### config.mk
export PLATFORM = sky130hd
export DESIGN_NAME = calendar_date_to_epoch_seconds
export DESIGN_NICKNAME = d
export VERILOG_FILES = /design/src/design/cdte_pkg.sv /design/src/design/cdte_seq.sv /design/src/design/cdte_dp.sv /design/src/design/calendar_date_to_epoch_seconds.sv
export SDC_FILE = /design/constraint.sdc
export NUM_CORES = 1
export LEC_CHECK = 0
export ABC_AREA = 0
export BUFFER_PORTS_ARGS = -buffer_cell sky130_fd_sc_hd__buf_2
export CAP_MARGIN = 10
export CORE_MARGIN = 10
export CORE_UTILIZATION = 39
export DETAILED_ROUTE_END_ITERATION = 6
export GPL_TIMING_DRIVEN = 0
export PLACE_DENSITY_LB_ADDON = 0.12
export SLEW_MARGIN = 20
export SYNTH_ARGS = -nofsm -noshare
export SYNTH_HDL_FRONTEND = slang
export SYNTH_SLANG_ARGS = --single-unit
export TNS_END_PERCENT = 50
### constraint.sdc
create_clock -name clk -period 6.15 [get_ports clk]
set_clock_uncertainty 0.15 [all_clocks]
set_input_delay 0 -clock clk [delete_from_list [all_inputs] [get_ports clk]]
set_output_delay 0 -clock clk [all_outputs]
set_load 0.02 [all_outputs]
### src/design/cdte_pkg.sv
// Shared types, constants and calendar functions for the date to epoch block.
// No dependencies.
`default_nettype none

package cdte_pkg;

    localparam logic [11:0] YEAR_FIRST = 12'd1970;
    localparam logic [11:0] YEAR_LAST  = 12'd2099;

    localparam logic [31:0] SECS_LEAP_YEAR   = 32'd31622400;
    localparam logic [31:0] SECS_COMMON_YEAR = 32'd31536000;
    localparam logic [31:0] SECS_DAY         = 32'd86400;
    localparam logic [31:0] SECS_HOUR        = 32'd3600;
    localparam logic [31:0] SECS_MINUTE      = 32'd60;

    // Accumulator start value: minus one day, so day one adds nothing.
    localparam logic [31:0] ACC_INIT = 32'd0 - SECS_DAY;

    localparam logic [3:0] MON_JAN = 4'd1;
    localparam logic [3:0] MON_FEB = 4'd2;
    localparam logic [3:0] MON_MAR = 4'd3;
    localparam logic [3:0] MON_APR = 4'd4;
    localparam logic [3:0] MON_MAY = 4'd5;
    localparam logic [3:0] MON_JUN = 4'd6;
    localparam logic [3:0] MON_JUL = 4'd7;
    localparam logic [3:0] MON_AUG = 4'd8;
    localparam logic [3:0] MON_SEP = 4'd9;
    localparam logic [3:0] MON_OCT = 4'd10;
    localparam logic [3:0] MON_NOV = 4'd11;
    localparam logic [3:0] MON_DEC = 4'd12;

    typedef enum logic [2:0] {
        ST_IDLE,
        ST_YEAR,
        ST_MONTH,
        ST_DAY,
        ST_HOUR,
        ST_MIN,
        ST_SEC,
        ST_DONE
    } state_t;

    typedef enum logic [2:0] {
        OP_NONE,
        OP_YEAR,
        OP_MONTH,
        OP_DAY,
        OP_HOUR,
        OP_MIN,
        OP_SEC
    } op_t;

    // Sequencer to datapath control.
    typedef struct packed {
        logic       load;
        op_t        op;
        logic       leap;
        logic [3:0] mon;
        logic       err;
    } ctrl_t;

    // Leap year for 1970..2099: the only century in range is 2000, which is
    // divisible by 400, so the divisible-by-four rule alone is exact here.
    function automatic logic leap_year(input logic [11:0] y);
        return (y[1:0] == 2'b00);
    endfunction

    // Length in seconds of a whole month.
    function automatic logic [31:0] month_secs(input logic [3:0] m, input logic leap);
        logic [31:0] secs;
        unique case (m) inside
            MON_JAN, MON_MAR, MON_MAY, MON_JUL,
            MON_AUG, MON_OCT, MON_DEC:          secs = 32'd31 * SECS_DAY;
            MON_APR, MON_JUN, MON_SEP, MON_NOV: secs = 32'd30 * SECS_DAY;
            MON_FEB:                            secs = leap ? 32'd29 * SECS_DAY
                                                            : 32'd28 * SECS_DAY;
            default:                            secs = 32'd0;
        endcase
        return secs;
    endfunction

endpackage

`default_nettype wire

### src/design/cdte_seq.sv
// Sequencer: range check, year and month counters, step order.
// Depends on cdte_pkg.
`default_nettype none

module cdte_seq
    import cdte_pkg::*;
(
    input  wire logic        clk,
    input  wire logic        rst_n,
    input  wire logic        start,
    input  wire logic [11:0] year,
    input  wire logic [3:0]  month,
    output      logic        busy,
    output      logic        done,
    output      ctrl_t       ctrl
);

    state_t      state_reg, state_next;
    logic [11:0] year_reg, year_next;
    logic [3:0]  month_reg, month_next;
    logic [11:0] ycnt_reg, ycnt_next;
    logic [3:0]  mcnt_reg, mcnt_next;
    logic        err_reg, err_next;
    logic        bad;

    assign bad = (year < YEAR_FIRST) || (year > YEAR_LAST)
              || (month == 4'd0) || (month > MON_DEC);

    always_ff @(posedge clk or negedge rst_n)
    begin
        if (!rst_n)
        begin
            state_reg <= ST_IDLE;
            year_reg  <= '0;
            month_reg <= '0;
            ycnt_reg  <= '0;
            mcnt_reg  <= '0;
            err_reg   <= 1'b0;
        end
        else
        begin
            state_reg <= state_next;
            year_reg  <= year_next;
            month_reg <= month_next;
            ycnt_reg  <= ycnt_next;
            mcnt_reg  <= mcnt_next;
            err_reg   <= err_next;
        end
    end

    always_comb
    begin
        state_next = state_reg;
        year_next  = year_reg;
        month_next = month_reg;
        ycnt_next  = ycnt_reg;
        mcnt_next  = mcnt_reg;
        err_next   = err_reg;
        ctrl.load  = 1'b0;
        ctrl.op    = OP_NONE;
        ctrl.leap  = leap_year(year_reg);
        ctrl.mon   = mcnt_reg;
        ctrl.err   = err_reg;
        busy       = (state_reg != ST_IDLE);
        done       = 1'b0;

        unique case (state_reg)
            ST_IDLE:
            begin
                if (start)
                begin
                    ctrl.load  = 1'b1;
                    year_next  = year;
                    month_next = month;
                    ycnt_next  = YEAR_FIRST;
                    mcnt_next  = MON_JAN;
                    err_next   = bad;
                    state_next = bad ? ST_DONE : ST_YEAR;
                end
            end
            ST_YEAR:
            begin
                ctrl.leap = leap_year(ycnt_reg);
                if (ycnt_reg == year_reg)
                begin
                    state_next = ST_MONTH;
                end
                else
                begin
                    ctrl.op   = OP_YEAR;
                    ycnt_next = ycnt_reg + 12'd1;
                end
            end
            ST_MONTH:
            begin
                if (mcnt_reg == month_reg)
                begin
                    state_next = ST_DAY;
                end
                else
                begin
                    ctrl.op   = OP_MONTH;
                    mcnt_next = mcnt_reg + 4'd1;
                end
            end
            ST_DAY:
            begin
                ctrl.op    = OP_DAY;
                state_next = ST_HOUR;
            end
            ST_HOUR:
            begin
                ctrl.op    = OP_HOUR;
                state_next = ST_MIN;
            end
            ST_MIN:
            begin
                ctrl.op    = OP_MIN;
                state_next = ST_SEC;
            end
            ST_SEC:
            begin
                ctrl.op    = OP_SEC;
                state_next = ST_DONE;
            end
            ST_DONE:
            begin
                done       = 1'b1;
                state_next = ST_IDLE;
            end
            default:
            begin
                state_next = ST_IDLE;
            end
        endcase
    end

endmodule

`default_nettype wire

### src/design/cdte_dp.sv
// Datapath: request field holding registers, addend select, shared adder.
// Depends on cdte_pkg.
`default_nettype none

module cdte_dp
    import cdte_pkg::*;
(
    input  wire logic        clk,
    input  wire ctrl_t       ctrl,
    input  wire logic [4:0]  day,
    input  wire logic [4:0]  hour_of_day,
    input  wire logic [5:0]  minute,
    input  wire logic [5:0]  second,
    output      logic [31:0] epoch_seconds,
    output      logic        range_error
);

    logic [4:0]  day_reg;
    logic [4:0]  hour_reg;
    logic [5:0]  min_reg;
    logic [5:0]  sec_reg;
    logic [31:0] acc_reg, acc_next;
    logic [31:0] addend;

    always_comb
    begin
        case (ctrl.op)
            OP_YEAR:  addend = ctrl.leap ? SECS_LEAP_YEAR : SECS_COMMON_YEAR;
            OP_MONTH: addend = month_secs(ctrl.mon, ctrl.leap);
            OP_DAY:   addend = 32'(day_reg) * SECS_DAY;
            OP_HOUR:  addend = 32'(hour_reg) * SECS_HOUR;
            OP_MIN:   addend = 32'(min_reg) * SECS_MINUTE;
            OP_SEC:   addend = 32'(sec_reg);
            default:  addend = 32'd0;
        endcase
        acc_next = ctrl.load ? ACC_INIT : acc_reg + addend;
    end

    always_ff @(posedge clk)
    begin
        acc_reg <= acc_next;
        if (ctrl.load)
        begin
            day_reg  <= day;
            hour_reg <= hour_of_day;
            min_reg  <= minute;
            sec_reg  <= second;
        end
    end

    // Drop the sum on a rejected request.
    assign epoch_seconds = ctrl.err ? 32'd0 : acc_reg;
    assign range_error   = ctrl.err;

endmodule

`default_nettype wire

### src/design/calendar_date_to_epoch_seconds.sv
// Top level of the calendar date to epoch seconds converter.
// Depends on cdte_pkg, cdte_seq and cdte_dp.
`default_nettype none

// Usage
//   Request channel: drive year, month, day, hour_of_day, minute and second
//   and raise start; the request is taken at a rising edge where start is
//   high and busy is low. Fields are captured then and need not be held.
//   Result channel: done is high for exactly one cycle with epoch_seconds and
//   range_error valid in that cycle. The receiver cannot stall, so it must
//   take the result in that cycle.
//   Operation: one shared 32-bit adder accumulates, one addend per cycle, under
//   the sequencer. A good request walks the years from 1970 up to year, then
//   the months from January up to month, then adds day, hour, minute and
//   second in turn, then shows done. A request with year outside 1970..2099
//   or month outside 1..12 goes straight to done and reports range_error
//   with zero seconds.
//   Throughput: one request at a time; busy stays high until done has shown,
//   so the next request can be taken the cycle after done.
//   Reset: rst_n low returns the sequencer to idle at once; no request is
//   in flight afterwards and done stays low.
//   Day zero and oversized day, hour, minute or second are summed without
//   check, modulo 2^32.

module calendar_date_to_epoch_seconds
    import cdte_pkg::*;
(
    input  wire logic        clk,
    input  wire logic        rst_n,
    input  wire logic        start,
    output      logic        busy,
    input  wire logic [11:0] year,
    input  wire logic [3:0]  month,
    input  wire logic [4:0]  day,
    input  wire logic [4:0]  hour_of_day,
    input  wire logic [5:0]  minute,
    input  wire logic [5:0]  second,
    output      logic        done,
    output      logic [31:0] epoch_seconds,
    output      logic        range_error
);

    ctrl_t ctrl;

    // Sequencer: checks the range, walks years then months, then the tail.
    cdte_seq u_seq (
        .clk   (clk),
        .rst_n (rst_n),
        .start (start),
        .year  (year),
        .month (month),
        .busy  (busy),
        .done  (done),
        .ctrl  (ctrl)
    );

    // Datapath: holds the request fields and the running sum.
    cdte_dp u_dp (
        .clk           (clk),
        .ctrl          (ctrl),
        .day           (day),
        .hour_of_day   (hour_of_day),
        .minute        (minute),
        .second        (second),
        .epoch_seconds (epoch_seconds),
        .range_error   (range_error)
    );

endmodule

`default_nettype wire

* After elaboration in Yosys (flattened, before gate mapping)
Cells that the tools add are included.
** Operators by class
- Add/subtract/negate cells :: 3
- Multipliers :: 3
- Div/mod/pow operators :: 0
- Magnitude comparators :: 3
- Equality and inequality tests :: 32
- Shift-type cells :: 0
- Multiplexer cells :: 23
- Bitwise operators :: 0
- Reduce and logical (&&, ||, !) cells :: 16
** Operators with widths (count)
- 32-bit case mux with 6 select lines :: 1
- 32-bit case mux with 3 select lines :: 1
- 18-bit two-way mux :: 2
- 32-bit adder :: 1
- 32-bit two-way mux :: 1
- 12-bit two-way mux :: 2
- 12-bit case mux with 2 select lines :: 1
- 3-bit case mux with 8 select lines :: 1
- 3-bit == test, second input constant :: 7
- 4-bit == test, second input constant :: 5
- 3-bit case mux with 6 select lines :: 1
- 4-bit by 3-bit == test with 1-bit output, second input constant :: 4
- 5-bit by 10-bit multiplier with 15-bit output, second input constant :: 1
- 5-bit by 8-bit multiplier with 13-bit output, second input constant :: 1
- 12-bit by 1-bit adder with 12-bit output, second input constant :: 1
- 12-bit == test :: 1
- 3-bit by 2-bit == test with 1-bit output, second input constant :: 4
- 12-bit greater-than comparator, second input constant :: 1
- 12-bit by 11-bit less-than comparator with 1-bit output, second input constant :: 1
- 3-bit two-way mux :: 4
- 6-bit by 4-bit multiplier with 10-bit output, second input constant :: 1
- 3-bit AND reduction :: 3
- 4-bit by 2-bit == test with 1-bit output, second input constant :: 2
- 4-bit two-way mux :: 2
- other kinds (19) :: 31
** Storage, ports and cells
- Register bits after elaboration :: 90
- Latch bits :: 0
- Memory bits (writable) :: 0
- Bits in read-only memories :: 0
- Logic and storage cells :: 91
- Memories kept :: 0

* Longest topological paths before layout
Gate-level depths: netlist (run 1).
- Depth in word-level cells :: 7
- Depth in mapped cells :: 24
- Gate-level depth less buffers :: 23

* Cells and area by module
From an unflattened synthesis (run 1), not the netlist that was laid out.
** Second synthesis, totals
- Cells, all modules :: 834
- Area total of the unflattened synthesis :: 7408.4 um^2
** Modules (own cells, without submodules)
- cdte_dp :: instances 1, cells each 605, area each 5390.2 um^2, sequential area each 1301.2 um^2
- cdte_seq :: instances 1, cells each 229, area each 2018.2 um^2, sequential area each 900.9 um^2

* Least setup slack after synthesis (run 1)
Ideal clock, no wire load.
- Kind :: reg2reg
- Start point :: register u_dp.min_reg[3]
- End point :: register u_dp.acc_reg[27]
- Library setup time :: 114 ps
- Arrival :: 4495 ps
- Data required time :: 5886 ps
- Slack :: 1391 ps
- Stages on the path, launching flop included :: 22
- Buffers on the path :: 1
- Period minus slack after synthesis :: 4759 ps
- Cells stage by stage :: edfxtp_1 inv_1 fa_1 fa_1 inv_1 ha_1 nor2b_1 o21ai_0 nand2b_1 a21o_1 a21oi_1 xor2_1 o21ai_0 ha_1 buf_4 a21o_1 a2111oi_1 o31ai_1 o21ai_2 a21oi_2 a31o_2 a21o_1
** On the way
- Longest elaborated chain between the ends :: 3
** Ends and longest elaborated chain
- from (decl) :: RTL line cdte_dp.sv:20 : logic [5:0] min_reg;
- from (signal assigned) :: RTL line cdte_dp.sv:46 : min_reg <= minute;
- 6-bit by 4-bit multiplier with 10-bit output :: RTL line cdte_dp.sv:32 : OP_MIN: addend = 32'(min_reg) * SECS_MINUTE;
- 32-bit case mux with 6 select lines :: RTL line cdte_dp.sv:27 : case (ctrl.op)
- 32-bit adder :: RTL line cdte_dp.sv:36 : acc_next = ctrl.load ? ACC_INIT : acc_reg + addend;
- to (signal assigned) :: RTL line cdte_dp.sv:41 : acc_reg <= acc_next;
- to (decl) :: RTL line cdte_dp.sv:22 : logic [31:0] acc_reg, acc_next;
Every way passes these cells.
A chain may end at the register's enable or synchronous reset.

* Final worst setup path (run 1)
Same ends and word-level chain as after synthesis.

==> results.cfg, run 1 <==
[pwr]
p_comb_share_pct = 67.4
p_per_area_nw_per_um2 = 574
leakagePower_nw = 3.99
netSwitchingFraction_pct = 49.1
power_frac_seq_pct = 20.9
power_w = 0.00492
power.internal_w = 0.00250
ir_drop_mv = 0.249
power_switching_w = 0.00241
clockPowerShare_pct = 11.7

[clocking]
cts_root_buf = clkbuf_16
htreeDepth = 3
clock_sinks = 90
cts.path.max_buffers = 2
numCtsBuffers = 9
ctsHoldBuffers = 40
insertion_delay_ns = 0.36
cts_tree = yes
cts_resized = 0
cts_setup_buffers = 0
cts.clk_slew.worst_paths_ns = 0.07

[final_layout]
largest_register_ffs = 32
final_area_um2 = 8570
synthToLayoutAreaGrowth_pct = 19.3
final_core_util_pct = 47.5
antenna_cells = 0
drive_above_1_share_pct = 13.2
nNetsFinal = 1086

[route]
ant_nets = 0
post_drt_wl_per_cell_um = 16.0
vias = 6073
dr.pass1.iters = 5
first_iter_violations = 330
drc_errors = 0
viasPerCell = 5.15
postRouteWirelength_um = 18900

[global_route]
antenna_found_initial = 0
grt_pass1_wl_um = 31000
gr-usage-all-layers_pct = 15.7
grt-ovfl-total = 0
grt_max_degree = 37
grt_pass1_vias = 6019

[logic_synthesis]
ys_types = 72
synth-async-reset-ratio_pct = 40.0
synth_warnings = 0
synth_area_um2 = 7180
synthAdderAreaFrac_pct = 19.1
synth-seq-area-share_pct = 30.7
synth_xor_xnor_area_share_pct = 7.56
synth_edf_count = 22
synth_top_family_by_area = simple AND/OR/NAND/NOR gates
muxShareOfSynthArea_pct = 0.836
syn_area_per_cell_um2 = 8.78
synth_fp_nets = 959
ys_seq_elements = 90
ys.flop_type = dfrtp_1
synth_cells = 818
synth-compound-area-share_pct = 17.3
synthSimpleGateAreaFrac_pct = 20.0

[die]
fp.dieW_um = 156
initial_core_util_pct = 39.9
dieArea_um2 = 24200
rows = 49
ios = 76
coreArea_um2 = 18000
die_h_um = 156

[critical_path]
cp-end-kind = register
crit_arrival_ns = 5.39
worstRegToRegCells = 21
r2r_start = u_dp.min_reg[3]
r2r_end = u_dp.acc_reg[27]
rrSetupSlack_ns = 0.87
critPathMaxFanout = 7
critical_path_class = reg -> reg
cp-start-kind = register
required_ns = 6.26

[sta]
fin_crit_ns = 5.28
drv_slew = 0
maxSlewHeadroom_pct = 44.8
fmaxAchievable_ghz = 0.189
setup_slack_ns = 0.868
worst_pin_slew_ns = 0.828
fin_tns_setup_ns = 0
finalSetupViolCount = 0
timing_hold_violations_final = 0
rsz0062_at_grt = no
timing.final.crit_share_pct = 85.9

[place]
gp_congestion = 0.858
placed_area_um2 = 7870
hpwl_um = 14700
portBuffers = 75
dpl_worst_slack_ns = 0.891

[run]
cap_viol_max_count = 0

[outcome]
status = completed

[hold_path]
hold_class = in -> async
-- synth_stat cells (7+ instances only) --
library cell  number  area [um^2]
a31oi_1            8         50.1
o21ai_0           28          140
and3_1             8         50.1
a21o_1            18          135
a21oi_1           56          280
nand2_1          103          387
nand4_1           10         62.6
edfxtp_1          22          661
xnor2_1           24          210
nor2_1            50          188
o211ai_1          13         97.6
dfxtp_1           32          641
fa_1              16          320
ha_1              84         1050
or3_1              7         43.8
nor2b_1           39          244
nand3_1           17         85.1
nor4_1             8         50.1
clkbuf_1          16         60.1
xor2_1            38          333
inv_1             49          184
dfrtp_1           36          901
o21bai_1          10         75.1
nor3_1            24          120
nand2b_1          12         75.1
-- routing by layer --
| metal | global-route usage (%) | vias up | wire length [um] | share of wire, % |
|---|---|---|---|---|
| met5 | 0 | - | 0 | 0 |
| met4 | 3.21 | 0 | 154 | 0.82 |
| met3 | 2.92 | 11 | 705 | 3.7 |
| met2 | 24.6 | 98 | 8420 | 45 |
| met1 | 21.9 | 2844 | 9610 | 51 |
| li1 | - | 3120 | - | - |
-- worst max-delay path, cell delays in order (launching register included) --
cell and delay, ns:
edfxtp_1 0.42, inv_1 0.23, fa_1 0.49, fa_1 0.51
inv_1 0.04, ha_1 0.31, nor2b_1 0.15, o21ai_0 0.16
nand2b_1 0.11, a21o_1 0.19, a21oi_1 0.17, xor2_1 0.19
o21ai_0 0.10, ha_1 0.29, buf_4 0.16, a21o_1 0.16
a2111oi_1 0.46, o31ai_1 0.13, o21ai_2 0.18, a21oi_2 0.17
a31o_2 0.27, a21o_1 0.14
-- power by group through the flow --
stage / combinational [W] / sequential, W / clock (W)
detailed placement: 0.00329 / 0.00104 / 0
finish: 0.00331 / 0.00103 / 0.000576
CTS: 0.00333 / 0.00103 / 0.000590
global route: 0.00372 / 0.00106 / 0.000610
floorplan: 0.00253 / 0.000990 / 0
global placement: 0.00327 / 0.00104 / 0
-- worst max-delay path by stage --
stage,slack [ns],to,startpoint,cells after the start
2_1_floorplan,1.39,u_dp.acc_reg[27],u_dp.min_reg[3],21
3_3_place_gp,0.91,u_dp.acc_reg[27],u_dp.min_reg[3],20
3_5_place_dp,0.89,u_dp.acc_reg[27],u_dp.min_reg[3],21
4_1_cts,0.87,u_dp.acc_reg[27],u_dp.min_reg[3],21
5_1_grt,0.46,u_dp.acc_reg[30],u_dp.min_reg[3],20
6_report,0.87,u_dp.acc_reg[27],u_dp.min_reg[3],21
-- cell usage in the layout, fill, tap and decap left out, types with 17 or more instances in the layout --
cell and instances:
nor2b_1 39, dlygate4sd3_1 40, dfxtp_1 32, nand3_1 17
nor2_1 50, inv_1 49, a21oi_1 56, xor2_1 38
nor3_1 24, dfrtp_1 36, o21ai_0 28, buf_2 82
ha_1 84, edfxtp_1 22, xnor2_1 24, a21o_1 18
nand2_1 103
-- per-stage QoR --
step / instances / hold slack (ns)
final: 1179 / 0.128
after global routing: 1179 / 0.205
after CTS: 1179 / 0.152
after detailed placement: 1123 / 0.00206
after global placement: 1122 / 0.00553
after floorplan: 818 / -0.446
-- layout make-up --
cell class | count | area, um^2
timing repair buffer | 116 | 796
tap | 229 | 287
inverter | 50 | 188
sequential | 90 | 2200
buffer | 30 | 139
fill | 1823 | 9450
clock buffer | 10 | 250
multi-input combinational | 648 | 4660
clock inverter | 6 | 53.8
-- kinds of logic after synthesis --
group | after synthesis
compound gates | 184
xor+xnor | 62
fa+ha+maj | 100
buf+inv | 80
flops | 90
mux | 6
simple gates | 296
No activity file was read; power rests on OpenSTA's default activity.
==> run 2: changes to the inputs <==
--- a/config.mk
+++ b/config.mk
@@ -8,8 +8,10 @@
 export ABC_AREA = 0
 export BUFFER_PORTS_ARGS = -buffer_cell sky130_fd_sc_hd__buf_2
 export CAP_MARGIN = 10
+export CELL_PAD_IN_SITES_DETAIL_PLACEMENT = 1
+export CELL_PAD_IN_SITES_GLOBAL_PLACEMENT = 2
 export CORE_MARGIN = 10
-export CORE_UTILIZATION = 39
+export CORE_UTILIZATION = 37
 export DETAILED_ROUTE_END_ITERATION = 6
 export GPL_TIMING_DRIVEN = 0
 export PLACE_DENSITY_LB_ADDON = 0.12
==> run 2 against run 1 <==
  * Core utilization fell by 2.0 points
  * Total power rose by 2.1%
  * First-iteration DRC count fell by 29%
  * Critical endpoint unchanged
  * Hold slack improved by 0.0045 ns
  * Largest cell class unchanged
  * Combinational power rose by 3%
  * Cell area rose by 0.39%
  * Critical path depth did not move
  * Die area rose by 4.7%
  * Register-to-register slack got worse by 0.12 ns
  * Via count rose by 3.4%
==> results.cfg, run 2 (synthesis gave the netlist of run 1 again) <==
[final_layout]
synthToLayoutAreaGrowth_pct = 19.8
largest_register_ffs = 32
final_common_cell = nand2_1
antenna_cells = 0
final_cell_mix = 103 x nand2_1, 84 x ha_1, 82 x buf_2, 56 x a21oi_1, 50 x nor2_1
drive_above_1_share_pct = 13.1
nNetsFinal = 1086
fillCellCount = 2269
final_core_util_pct = 45.5

[route]
dr.pass1.iters = 4
first_iter_violations = 235
vias = 6279
postRouteWirelength_um = 22000
ant_nets = 0
viasPerCell = 5.19
drc_errors = 0
post_drt_wl_per_cell_um = 18.2

[place]
portBuffers = 75
hpwl_um = 17400
dpl_worst_slack_ns = 0.758
gp_congestion = 0.856

[sta]
fin_tns_setup_ns = 0
timing_hold_violations_final = 0
maxSlewHeadroom_pct = 43.5
fin_crit_ns = 5.40
finalSetupViolCount = 0
timing.final.crit_share_pct = 87.8
drv_slew = 0
rsz0062_at_grt = no
worst_pin_slew_ns = 0.848
fmaxAchievable_ghz = 0.185
setup_slack_ns = 0.751

[clocking]
cts_root_buf = clkbuf_16
cts_setup_buffers = 0
cts_tree = yes
htreeDepth = 3
cts.clk_slew.worst_paths_ns = 0.08
clock_sinks = 90
numCtsBuffers = 9
cts.path.max_buffers = 2
cts_resized = 0
ctsHoldBuffers = 40
insertion_delay_ns = 0.36

[global_route]
grt_max_degree = 37
grt_pass1_vias = 6844
antenna_found_initial = 0
grt_pass1_wl_um = 36000
gr-usage-all-layers_pct = 17.2
grt-ovfl-total = 0

[critical_path]
path_cells = inv_1 -> fa_1 -> fa_1 -> inv_1 -> ha_1 -> nor2b_1 -> o21ai_0 -> nand2b_1 -> a21o_1 -> a21oi_1 -> xor2_1 -> o21ai_0 -> ha_1 -> buf_4 -> a21o_1 -> a2111oi_1 -> o31ai_1 -> o21ai_2 -> a21oi_2 -> a31o_2 -> a21o_1
cp-end-kind = register
critical_path_class = reg -> reg
cpMostUsedCell = a21o_1
crit_arrival_ns = 5.51
critPathMaxFanout = 7
path_buf_inv = 3
cp-start-kind = register
required_ns = 6.26
max_stage_delay_ns = 0.54
cp_top_family = compound AO/OA/AOI/OAI gates
crit_slowest_cell = fa_1

[die]
ios = 76
initial_core_util_pct = 38.0
coreArea_um2 = 18900
die_h_um = 159
fp.dieW_um = 159
dieArea_um2 = 25400
rows = 50

[outcome]
status = completed

[pwr]
p_per_area_nw_per_um2 = 584
leakagePower_nw = 4.00
ir_drop_mv = 0.220

[hold_path]
hold_class = in -> async

[run]
cap_viol_max_count = 0
==> run 2: cell types whose count changed in the layout (fill, tap and decap cells not counted) <==
cell	previous run	this run
buf_16	0	1
clkinvlp_4	1	0
buf_12	1	0
clkbuf_16	10	9
clkinv_4	2	0
inv_8	1	4
clkinv_1	0	1
==> run 2: area by class of cell <==
type	instances	area (um^2)	area share, %
Sequential cell	90	2200	25.6
Timing Repair Buffer	116	803	9.34
Tap cell	260	325	3.78
Clock inverter	7	66.3	0.771
Clock buffer	9	225	2.62
Inverter	50	188	2.18
Multi-Input combinational cell	648	4660	54.1
Buffer	30	139	1.61
==> run 2: report_power, final <==
group / internal (W) / total, W / switching [W] / leakage, nW
clock network: 0.000288 / 0.000569 / 0.000281 / 0.146
logic: 0.00135 / 0.00342 / 0.00207 / 2.95
registers: 0.000857 / 0.00104 / 0.000180 / 0.900
==> run 2: path summary, 6_finish.rpt <==
path                                     from                 end  slack [ns]  cells after the start
min in group clk                    second[0]     u_dp.sec_reg[0]        0.20                      2
max reg2reg                   u_dp.min_reg[3]    u_dp.acc_reg[27]        0.75                     21
min reg2reg                u_seq.month_reg[3]  u_seq.month_reg[3]        0.35                      2
max in group asynchronous               rst_n   u_seq.ycnt_reg[4]        5.17                      2
min                                     rst_n  u_seq.month_reg[0]        0.13                      2
max                           u_dp.min_reg[3]    u_dp.acc_reg[27]        0.75                     21
==> run 2: metal layers <==
layer | wire [um] | GRT usage (%)
met5 | 0 | 0
met4 | 193 | 3.37
met3 | 495 | 2.45
met2 | 11200 | 30.4
met1 | 10100 | 21.8
==> run 2: through the flow <==
step / instance area, um^2 / instances / hold WS (ns) / total power [W]
after CTS: 8600 / 1210 / 0.145 / 0.00507
after global routing: 8600 / 1210 / 0.205 / 0.00551
after floorplan: 7180 / 818 / -0.446 / 0.00352
final: 8600 / 1210 / 0.133 / 0.00502
after detailed placement: 7910 / 1154 / 0.00326 / 0.00444
after global placement: 7880 / 1153 / -0.00928 / 0.00433
==> run 2: worst register-to-register path: cells and delay by family (launching register included) <==
family	cells	cell delay, ns
adders and majority gates	4	1.65
DFF	1	0.42
xor gates and xnor gates	1	0.22
AOI/OAI and AO/OA	11	2.18
and+or+nand+nor	2	0.27
buffers and inverters	3	0.43
==> run 3: changes to the inputs <==
--- a/config.mk
+++ b/config.mk
@@ -14,6 +14,7 @@
 export CORE_UTILIZATION = 37
 export DETAILED_ROUTE_END_ITERATION = 6
 export GPL_TIMING_DRIVEN = 0
+export HOLD_SLACK_MARGIN = 0.15
 export PLACE_DENSITY_LB_ADDON = 0.12
 export SLEW_MARGIN = 20
 export SYNTH_ARGS = -nofsm -noshare
==> run 3 against run 2 <==
  * Cell area rose by 0.23%
  * Final cell count is 0.17% higher
  * Combinational power barely moved
  * Flip-flop and latch count unchanged
  * Critical path depth unchanged
  * Hold slack improved by 0.067 ns
  * First-iteration DRC count up 7.2%
  * Sequential power barely moved
  * Setup slack got worse by 0.029 ns
  * Clock power hardly changed
  * Core utilization grew 0.11 points
==> results.cfg, run 3 (synthesis gave the netlist of run 1 again) <==
[sta]
rsz0062_at_grt = no
timing.final.crit_share_pct = 88.3
timing_hold_violations_final = 0
finalSetupViolCount = 0
fin_crit_ns = 5.43
maxSlewHeadroom_pct = 42.1
fmaxAchievable_ghz = 0.184
drv_slew = 0
worst_pin_slew_ns = 0.865
fin_tns_setup_ns = 0

[route]
post_drt_wl_per_cell_um = 18.2
drc_errors = 0
first_iter_violations = 252
postRouteWirelength_um = 22000
dr.pass1.iters = 4
ant_nets = 0
vias = 6309
viasPerCell = 5.21

[place]
gp_congestion = 0.856
portBuffers = 75
placed_cells = 1154
hpwl_um = 17400

[die]
dieArea_um2 = 25400
initial_core_util_pct = 38.0
rows = 50
ios = 76
coreArea_um2 = 18900
die_h_um = 159
fp.dieW_um = 159

[clocking]
cts_tree = yes
htreeDepth = 3
clock_sinks = 90
numCtsBuffers = 9
insertion_delay_ns = 0.36
cts.clk_slew.worst_paths_ns = 0.08
cts.path.max_buffers = 2
cts_root_buf = clkbuf_16

[final_layout]
largest_register_ffs = 32
final_cell_mix = 103 x nand2_1, 84 x ha_1, 82 x buf_2, 56 x a21oi_1, 50 x nor2_1
final_cell_count_no_fill = 1212
synthToLayoutAreaGrowth_pct = 20.1
final_core_util_pct = 45.6
final_common_cell = nand2_1
antenna_cells = 0
drive_above_1_share_pct = 13.0
fillCellCount = 2267
nNetsFinal = 1088

[pwr]
leakagePower_nw = 4.00
p_per_area_nw_per_um2 = 583
ir_drop_mv = 0.222

[critical_path]
path_cells = inv_1 -> fa_1 -> fa_1 -> inv_1 -> ha_1 -> nor2b_1 -> o21ai_0 -> nand2b_1 -> a21o_1 -> a21oi_1 -> xor2_1 -> o21ai_0 -> ha_1 -> buf_4 -> a21o_1 -> a2111oi_1 -> o31ai_1 -> o21ai_2 -> a21oi_2 -> a31o_2 -> a21o_1
cp-start-kind = register
critPathMaxFanout = 7
cp-end-kind = register
required_ns = 6.26
critical_path_class = reg -> reg
crit_slowest_cell = fa_1
crit_arrival_ns = 5.54
max_stage_delay_ns = 0.54
cpMostUsedCell = a21o_1

[outcome]
status = completed

[global_route]
grt-ovfl-total = 0
antenna_found_initial = 0
gr-usage-all-layers_pct = 17.3
grt_pass1_vias = 6855
grt_max_degree = 33
grt_pass1_wl_um = 36100

[run]
cap_viol_max_count = 0

[hold_path]
hold_class = in -> reg
[run 3: where the power goes]
group          leakage, nW  switching [W]  total, W  internal, W
Combinational         2.96        0.00207   0.00342      0.00135
Clock                0.146       0.000282  0.000570     0.000288
Sequential           0.900       0.000180   0.00104     0.000857
Total                 4.00        0.00253   0.00503      0.00250
[run 3: area by class of cell]
| type | count | area (um^2) | share of cell area [%] |
|---|---|---|---|
| Multi-Input combinational cell | 648 | 4660 | 54.0 |
| Sequential cell | 90 | 2200 | 25.5 |
| Timing Repair Buffer | 118 | 823 | 9.55 |
| Tap cell | 260 | 325 | 3.77 |
| Clock buffer | 9 | 225 | 2.61 |
| Inverter | 50 | 188 | 2.18 |
| Buffer | 30 | 139 | 1.61 |
| Clock inverter | 7 | 66.3 | 0.769 |
[run 3: path summary, 6_finish.rpt]
kind	from	end	slack [ns]	cells after the start
max	u_dp.min_reg[3]	u_dp.acc_reg[27]	0.72	21
min	second[0]	u_dp.sec_reg[0]	0.20	2
max reg2reg	u_dp.min_reg[3]	u_dp.acc_reg[27]	0.72	21
min reg2reg	u_seq.month_reg[3]	u_seq.month_reg[3]	0.35	2
max in group asynchronous	rst_n	u_seq.month_reg[3]	4.10	4
min in group asynchronous	rst_n	u_seq.year_reg[11]	0.63	3
[run 3: worst max-delay path: cells and delay by family (launching register included)]
family / cells / cell delay [ns]
buffers and inverters: 3 / 0.43
AOI/OAI and AO/OA: 11 / 2.21
adders and majority gates: 4 / 1.65
and+or+nand+nor: 2 / 0.27
DFF: 1 / 0.42
xor gates and xnor gates: 1 / 0.22
[run 3: stage by stage]
stage	hold slack [ns]	power, W	area (um^2)	setup slack, ns
2_1_floorplan	-0.446	0.00352	7180	1.39
3_3_place_gp	-0.00928	0.00433	7880	0.936
3_5_place_dp	0.00326	0.00444	7910	0.758
4_1_cts	0.189	0.00507	8620	0.744
5_1_grt	0.205	0.00551	8620	0.399
6_report	0.200	0.00503	8620	0.722
[run 3: what timing repair did]
item                                   4_1_cts  5_1_grt
endpoints found under the hold margin       80        0
buffers inserted                             0        0
hold buffers                                42        0
gates resized for setup                      0        0
[run 3: layer usage]
metal,global-route usage (%),up-vias,wire length [um]
met5,0,-,0
met4,3.37,0,182
met3,2.43,12,534
met2,30.4,63,11100
met1,21.9,3104,10200
li1,-,3130,-
